[config.mk]
export PLATFORM = sky130hd
export DESIGN_NAME = jpeg_bit_packer_with_stuffing_top
export DESIGN_NICKNAME = d
export VERILOG_FILES = /design/src/hw/rtl/jbp_pkg.sv /design/src/hw/rtl/jpeg_bit_packer_with_stuffing_top.sv
export SDC_FILE = /design/constraint.sdc
export NUM_CORES = 1
export LEC_CHECK = 0
export BUFFER_PORTS_ARGS = -buffer_cell sky130_fd_sc_hd__buf_4
export CORE_ASPECT_RATIO = 2
export CORE_MARGIN = 2
export CORE_UTILIZATION = 40
export DETAILED_ROUTE_END_ITERATION = 12
export PLACE_DENSITY_LB_ADDON = 0.25
export SLEW_MARGIN = 15
export SYNTH_ARGS = -nofsm -noshare
export SYNTH_HDL_FRONTEND = slang
export SYNTH_SLANG_ARGS = --single-unit
[constraint.sdc]
create_clock -name clk_i -period 5.25 [get_ports clk_i]
set_input_delay 1.05 -clock clk_i [delete_from_list [all_inputs] [get_ports clk_i]]
set_output_delay 1.05 -clock clk_i [all_outputs]
set_load 0.005 [all_outputs]
[src/hw/rtl/jbp_pkg.sv]
// Shared types and constants for the JPEG bit packer with byte stuffing.
package jbp_pkg;

  // Largest code word one append beat may carry; larger counts saturate.
  localparam int unsigned MaxWriteBits = 16;

  // Field widths of the beats.
  localparam int unsigned CountW   = 5;
  localparam int unsigned ValueW   = 16;
  localparam int unsigned PendW    = 15;
  localparam int unsigned PendCntW = 4;
  localparam int unsigned ByteW    = 8;
  localparam int unsigned InDataW  = 24;  // bit_count + bit_value, padded to bytes

  // Up to two data bytes, each possibly followed by a stuffing byte.
  localparam int unsigned MaxBytes = 4;

  localparam logic [ByteW-1:0] MarkerByte = 8'hFF;
  localparam logic [ByteW-1:0] StuffByte  = 8'h00;

  typedef enum logic {
    KIND_APPEND = 1'b0,
    KIND_FLUSH  = 1'b1
  } kind_e;

  typedef logic [ByteW-1:0] byte_t;

endpackage

[src/hw/rtl/jpeg_bit_packer_with_stuffing_top.sv]
// Top level of the JPEG bit packer: code word packing, flush padding and 0xFF/0x00 stuffing.
//
// Packs variable-length code words, most significant bit first, into a byte stream.
// An append beat (tuser = 0) adds the low bit_count bits of bit_value (counts above 16
// saturate to 16) to a pending store of up to 15 bits; whenever 16 or more bits are
// pending, the oldest 16 leave as two bytes, high byte first. A flush beat (tuser = 1)
// sends the pending bits as one or two bytes with the last byte padded with ones and
// clears the store; an empty flush sends nothing. Every 0xFF byte is followed by a
// 0x00 stuffing byte. tlast marks the final byte caused by one input beat; a beat that
// causes no byte leaves no trace on the output. The packing and stuffing of a
// beat are done in the cycle it is accepted and land in a four-byte result buffer,
// which drains one byte per cycle while m_axis_tready_i is high. A new input beat
// is taken while the buffer is empty or in the same cycle as the last byte of the
// previous one leaves; an append whose two bytes are both 0xFF fills all four
// buffer bytes.
module jpeg_bit_packer_with_stuffing_top (
  input  logic                      clk_i,
  input  logic                      rst_ni,
  // Input stream
  input  logic                      s_axis_tvalid_i,
  output logic                      s_axis_tready_o,
  input  logic [jbp_pkg::InDataW-1:0] s_axis_tdata_i,  // [4:0] bit_count, [20:5] bit_value
  input  logic                      s_axis_tuser_i,   // [0] kind
  // Output stream
  output logic                      m_axis_tvalid_o,
  input  logic                      m_axis_tready_i,
  output logic [jbp_pkg::ByteW-1:0] m_axis_tdata_o,   // [7:0] out_byte
  output logic                      m_axis_tlast_o    // last_of_run
);
  import jbp_pkg::*;

  // Pending bit store; bits above pend_cnt_q are always zero.
  logic [PendW-1:0]    pend_q, pend_d;
  logic [PendCntW-1:0] pend_cnt_q, pend_cnt_d;

  // Result buffer: bytes of one input beat, drained in order.
  byte_t      buf_q [MaxBytes];
  byte_t      buf_d [MaxBytes];
  logic [2:0] left_q, left_d;   // bytes still to send, 0..4
  logic [1:0] rd_q, rd_d;       // index of the byte on the output

  logic in_beat, out_beat;

  // Input fields
  kind_e             kind;
  logic [CountW-1:0] bit_count;
  logic [ValueW-1:0] bit_value;

  assign kind      = kind_e'(s_axis_tuser_i);
  assign bit_count = s_axis_tdata_i[CountW-1:0];
  assign bit_value = s_axis_tdata_i[CountW+ValueW-1:CountW];

  assign m_axis_tvalid_o = (left_q != 3'd0);
  assign m_axis_tdata_o  = buf_q[rd_q];
  assign m_axis_tlast_o  = (left_q == 3'd1);
  assign out_beat        = m_axis_tvalid_o & m_axis_tready_i;

  // Take a new beat once the buffer is empty or its last byte leaves now.
  assign s_axis_tready_o = (left_q == 3'd0) || ((left_q == 3'd1) && m_axis_tready_i);
  assign in_beat         = s_axis_tvalid_i & s_axis_tready_o;

  // Packing datapath
  logic [CountW-1:0] n_sat;
  logic [31:0]       acc;
  logic [CountW-1:0] total;
  logic [CountW-1:0] excess;
  logic [31:0]       word_sh;
  logic [31:0]       flush_al;
  logic [CountW-1:0] fl_shift;
  byte_t             raw [2];
  logic [1:0]        raw_cnt;
  logic [PendW-1:0]  app_pend;
  logic [PendCntW-1:0] app_cnt;

  always_comb begin
    n_sat = (bit_count > CountW'(MaxWriteBits)) ? CountW'(MaxWriteBits) : bit_count;
    // Shift the store left and append the masked code bits.
    acc = ({17'd0, pend_q} << n_sat)
        | ({16'd0, bit_value} & ((32'd1 << n_sat) - 32'd1));
    total    = CountW'(pend_cnt_q) + n_sat;
    excess   = total - CountW'(16);
    word_sh  = acc >> excess;
    // Left-align the pending bits in 16 bits and fill the rest with ones.
    fl_shift = CountW'(16) - CountW'(pend_cnt_q);
    flush_al = ({17'd0, pend_q} << fl_shift) | ((32'd1 << fl_shift) - 32'd1);

    raw[0]   = '0;
    raw[1]   = '0;
    raw_cnt  = 2'd0;
    app_pend = pend_q;
    app_cnt  = pend_cnt_q;

    if (kind == KIND_APPEND) begin
      if (total >= CountW'(16)) begin
        raw[0]   = word_sh[15:8];
        raw[1]   = word_sh[7:0];
        raw_cnt  = 2'd2;
        app_cnt  = excess[PendCntW-1:0];
        app_pend = acc[PendW-1:0] & ((PendW'(1) << excess) - PendW'(1));
      end else begin
        app_cnt  = total[PendCntW-1:0];
        app_pend = acc[PendW-1:0];
      end
    end else begin
      raw[0] = flush_al[15:8];
      raw[1] = flush_al[7:0];
      if (pend_cnt_q == '0) begin
        raw_cnt = 2'd0;
      end else if (pend_cnt_q <= PendCntW'(8)) begin
        raw_cnt = 2'd1;
      end else begin
        raw_cnt = 2'd2;
      end
      app_cnt  = '0;
      app_pend = '0;
    end
  end

  // Stuffing: follow each 0xFF with a zero byte.
  byte_t      stuffed [MaxBytes];
  logic [2:0] st_cnt;

  always_comb begin
    for (int j = 0; j < MaxBytes; j++) begin
      stuffed[j] = StuffByte;
    end
    st_cnt = 3'd0;
    for (int i = 0; i < 2; i++) begin
      if (2'(i) < raw_cnt) begin
        stuffed[st_cnt[1:0]] = raw[i];
        st_cnt = st_cnt + 3'd1;
        if (raw[i] == MarkerByte) begin
          stuffed[st_cnt[1:0]] = StuffByte;
          st_cnt = st_cnt + 3'd1;
        end
      end
    end
  end

  // Next-state selection
  always_comb begin
    pend_d     = pend_q;
    pend_cnt_d = pend_cnt_q;
    buf_d      = buf_q;
    left_d     = left_q;
    rd_d       = rd_q;
    if (out_beat) begin
      left_d = left_q - 3'd1;
      rd_d   = rd_q + 2'd1;
    end
    if (in_beat) begin
      pend_d     = app_pend;
      pend_cnt_d = app_cnt;
      buf_d      = stuffed;
      left_d     = st_cnt;
      rd_d       = 2'd0;
    end
  end

  always_ff @(posedge clk_i or negedge rst_ni) begin
    if (!rst_ni) begin
      pend_q     <= '0;
      pend_cnt_q <= '0;
      left_q     <= '0;
      rd_q       <= '0;
    end else begin
      pend_q     <= pend_d;
      pend_cnt_q <= pend_cnt_d;
      left_q     <= left_d;
      rd_q       <= rd_d;
    end
  end

  // Hold the result bytes; no reset needed on payload.
  always_ff @(posedge clk_i) begin
    buf_q <= buf_d;
  end

endmodule
==> summary.txt <==
Logic synthesis
  • Top cells by area, synth: edfxtp_1, dfrtp_1, mux4_2
  • Mapped Cells: 1028
  • Synth top area share: 12.0%
  • Yosys reg bits: 56
  • Yosys Warn Count: 0
  • Synth Area in Adders: 2.44%
  • Largest family of logic cells by synthesized area: compound AO/OA/AOI/OAI gates
  • Post-Syn Area per Cell: 7.78 um^2
  • Post-synthesis compound-gate area fraction: 32.1%
  • Sequential area share after synthesis: 19.5%
  • Synth async-reset ratio: 42.9%
  • Post-synth cell types: 100
  • Synth Area in XOR/XNOR: 2.16%
  • Synth Flop Type: edfxtp_1
  • Largest area contributor in the netlist: edfxtp_1
  • Post-synthesis mux area share: 12.2%
  • Simple-gate share of the synthesized area: 24.6%
  • Post-synthesis instance area: 0.00800 mm^2
  • Number of synthesized flops with an enable pin: 32

Global routing
  • Met3 GRT Util: 4.53%
  • GRT overflow: 0
  • All-Layer GR Usage: 35.0%
  • Vias in the first global route: 9160
  • Initial antenna violation count: 0
  • Met1 GRT Util: 32.0%
  • Grt peak-use layer: met2
  • M2 GR Usage: 63.5%
  • First-pass GRT wire length: 55.6 mm
  • Pin count of the biggest net entering global routing: 46

Finish
  • Syn-to-layout area delta: 16.0%
  • # nets final: 1137
  • Layout fillers: 2081
  • Antenna cell count: 0
  • Layout cells sized above 1: 21.6%

STA
  • Clock Skew: 12.4 ps
  • Setup total negative slack: 0 ps
  • Number of hold violations in the final report: 0
  • Hold_ws: 531 ps
  • Slew Limit Fails: 0
  • Final period util: 95.4%
  • Slew HR: 30.5%
  • Peak Freq: 0.200 GHz
  • Worst Tran Pin Value: 1040 ps
  • Fin crit period: 5010 ps
  • Setup violators final: 0
  • RSZ-0062 raised after global routing: no

Worst setup path
  • Arrival time at the worst endpoint: 5230 ps
  • Worst Path Required: 5470 ps
  • Critical Path Start Type: primary input
  • Critical Path Fanout Max: 40
  • Setup crit end kind: flip-flop
  • Worst setup path class: in -> reg

Pwr
  • Power per cell area: 650 mW/mm^2
  • Combinational share of power: 78.8%
  • Clk network pwr share: 5.9%
  • Pleak: 3.54 nW
  • Register share of total power: 15.4%
  • Total net switching power: 3.35 mW
  • P_int: 2.68 mW
  • Sw Ratio: 55.6%
  • Max VDD drop: 272 uV
  • Power Total: 6.04 mW

Hold path
  • Worst min-delay path category: reg -> reg

Detailed routing
  • Drt wl/cell: 27.5 um
  • Vias/cell: 6.73
  • DRT antenna net count: 0
  • WL final: 37.3 mm
  • Initial DRT Pass Iterations: 5
  • Vias: 9129
  • Drt initial violations: 694
  • Drt drc: 0

Clock network
  • Resize count post-CTS: 0
  • Setup bufs post-CTS: 0
  • CTS tree: built
  • Sink Count: 56
  • H-tree depth: 2
  • CTS buffer count: 5
  • Maximum clock insertion buffer count: 2
  • Clk Latency, worst-skew pair: 310 ps
  • Clk root buf: clkbuf_16
  • # hold bufs at CTS: 0
  • CTS clk-pin slew, worst paths: 80 ps

Die
  • Initial Util: 40.6%
  • DIE AREA: 0.0212 mm^2
  • Rows: 73
  • Core area: 0.0197 mm^2
  • IO Pins: 40
  • Die Y: 204 um
  • Die width: 104 um

Placement
  • PortBufs: 36
  • Gpl congestion: 1.05
  • Final HPWL DP: 28.9 mm

Outcome
  • Status: finished clean

Run
  • Max-cap viol count: 0
power groups by stage:
stage               clock network [mW]  logic [mW]  registers [mW]
floorplan                            0        3.04           0.688
global placement                     0        4.63           0.913
detailed placement                   0        4.62           0.918
CTS                              0.358        4.65           0.908
global route                     0.373        5.10           0.930
finish                           0.353        4.76           0.927
cells in the final DEF (no fill, tap or decap), types with 7 or more instances in the layout:
cell type	synthesis	routed
o211ai_1	20	20
nor2b_1	20	20
nor3_1	41	41
mux2_2	13	13
a32oi_1	8	8
nand2b_1	12	12
o221ai_1	8	8
o31ai_1	15	15
or2_2	7	7
nand2_1	98	98
a32o_1	9	9
a31oi_1	16	16
a211oi_1	16	16
o21ai_0	68	68
and3_1	9	9
conb_1	1	8
dfrtp_1	24	24
nor2_1	90	90
nor3b_1	8	8
ha_1	14	14
xnor2_1	9	8
buf_4	2	154
a21o_1	11	11
or3_1	9	9
inv_1	18	18
mux4_2	24	24
a21oi_1	57	57
a211o_1	9	9
mux2i_1	28	28
and2_1	12	12
o22ai_1	19	19
a221oi_1	7	7
edfxtp_1	32	32
a22oi_1	13	13
nand4_1	9	9
nand3_1	26	26
kinds of logic (layout without fill, tap and decap cells):
| family | Yosys count | after routing |
|---|---|---|
| mux | 66 | 66 |
| buf+inv | 128 | 187 |
| xor+xnor | 18 | 18 |
| flops | 56 | 56 |
| fa+ha+maj | 15 | 15 |
| other cells | 1 | 8 |
| compound gates | 360 | 360 |
| simple gates | 384 | 384 |
synth_stat cells, types with 18 or more instances:
| master | count |
|---|---|
| nand2_1 | 98 |
| nor2_1 | 90 |
| o21ai_0 | 68 |
| a21oi_1 | 57 |
| clkbuf_1 | 56 |
| nor3_1 | 41 |
| buf_2 | 37 |
| edfxtp_1 | 32 |
| mux2i_1 | 28 |
| nand3_1 | 26 |
| dfrtp_1 | 24 |
| mux4_2 | 24 |
| nor2b_1 | 20 |
| o211ai_1 | 20 |
| o22ai_1 | 19 |
| inv_1 | 18 |
state kept, by name, indices dropped and copies added, names as in the netlist:
signal      count
pend_cnt_q      4
rd_q            2
left_q          3
pend_q         15
buf_q          32
worst paths after layout:
kind	start	endpoint	slack (ps)	cells after the start
max	s_axis_tdata_i[1]	left_q[2]	240	16
min	left_q[2]	left_q[2]	530	1
max reg2reg	pend_cnt_q[1]	left_q[0]	700	20
min reg2reg	left_q[2]	left_q[2]	530	1
max in group asynchronous	rst_ni	pend_q[8]	4340	1
min in group asynchronous	rst_ni	left_q[1]	630	1
per-stage QoR:
| step | cell area (um^2) | std cells | utilization, % | worst slack, ps |
|---|---|---|---|---|
| after floorplan | 8030 | 1035 | - | 134 |
| after detailed placement | 9130 | 1348 | 46.3 | -24.1 |
| after global placement | 9130 | 1348 | 46.3 | -66.8 |
| after CTS | 9280 | 1356 | 47.0 | 275 |
| final | 9280 | 1356 | 47.0 | 242 |
| after global routing | 9280 | 1356 | 47.0 | 14.0 |
routing by layer:
| layer | vias to the layer above | part of all wire (%) |
|---|---|---|
| met2 | 487 | 50 |
| li1 | 4104 | - |
| met1 | 4315 | 31 |
| met3 | 223 | 5.8 |
| met4 | 0 | 13 |
| met5 | - | 0 |
layout make-up:
class                   count  area (um^2)  area share (%)
clock inverters             3         26.3           0.283
well taps                 262          328            3.53
repair buffers            157         1220            13.1
inverters                  22         82.6           0.890
clock buffers               5          125            1.35
multi-input cells         851         5940            64.0
flip-flops and latches     56         1560            16.8
critical path, stage by stage:
cell and delay [ps]:
buf_4 90, buf_4 210, buf_4 410, nor4b_1 130
a211oi_1 850, a22oi_1 310, a21oi_1 220, buf_4 160
nor3_1 50, a21oi_1 240, o221ai_1 190, o41ai_2 410
and4bb_1 260, and4b_1 290, a31oi_1 120, a311oi_1 210
(Power assumes the default switching activity.)
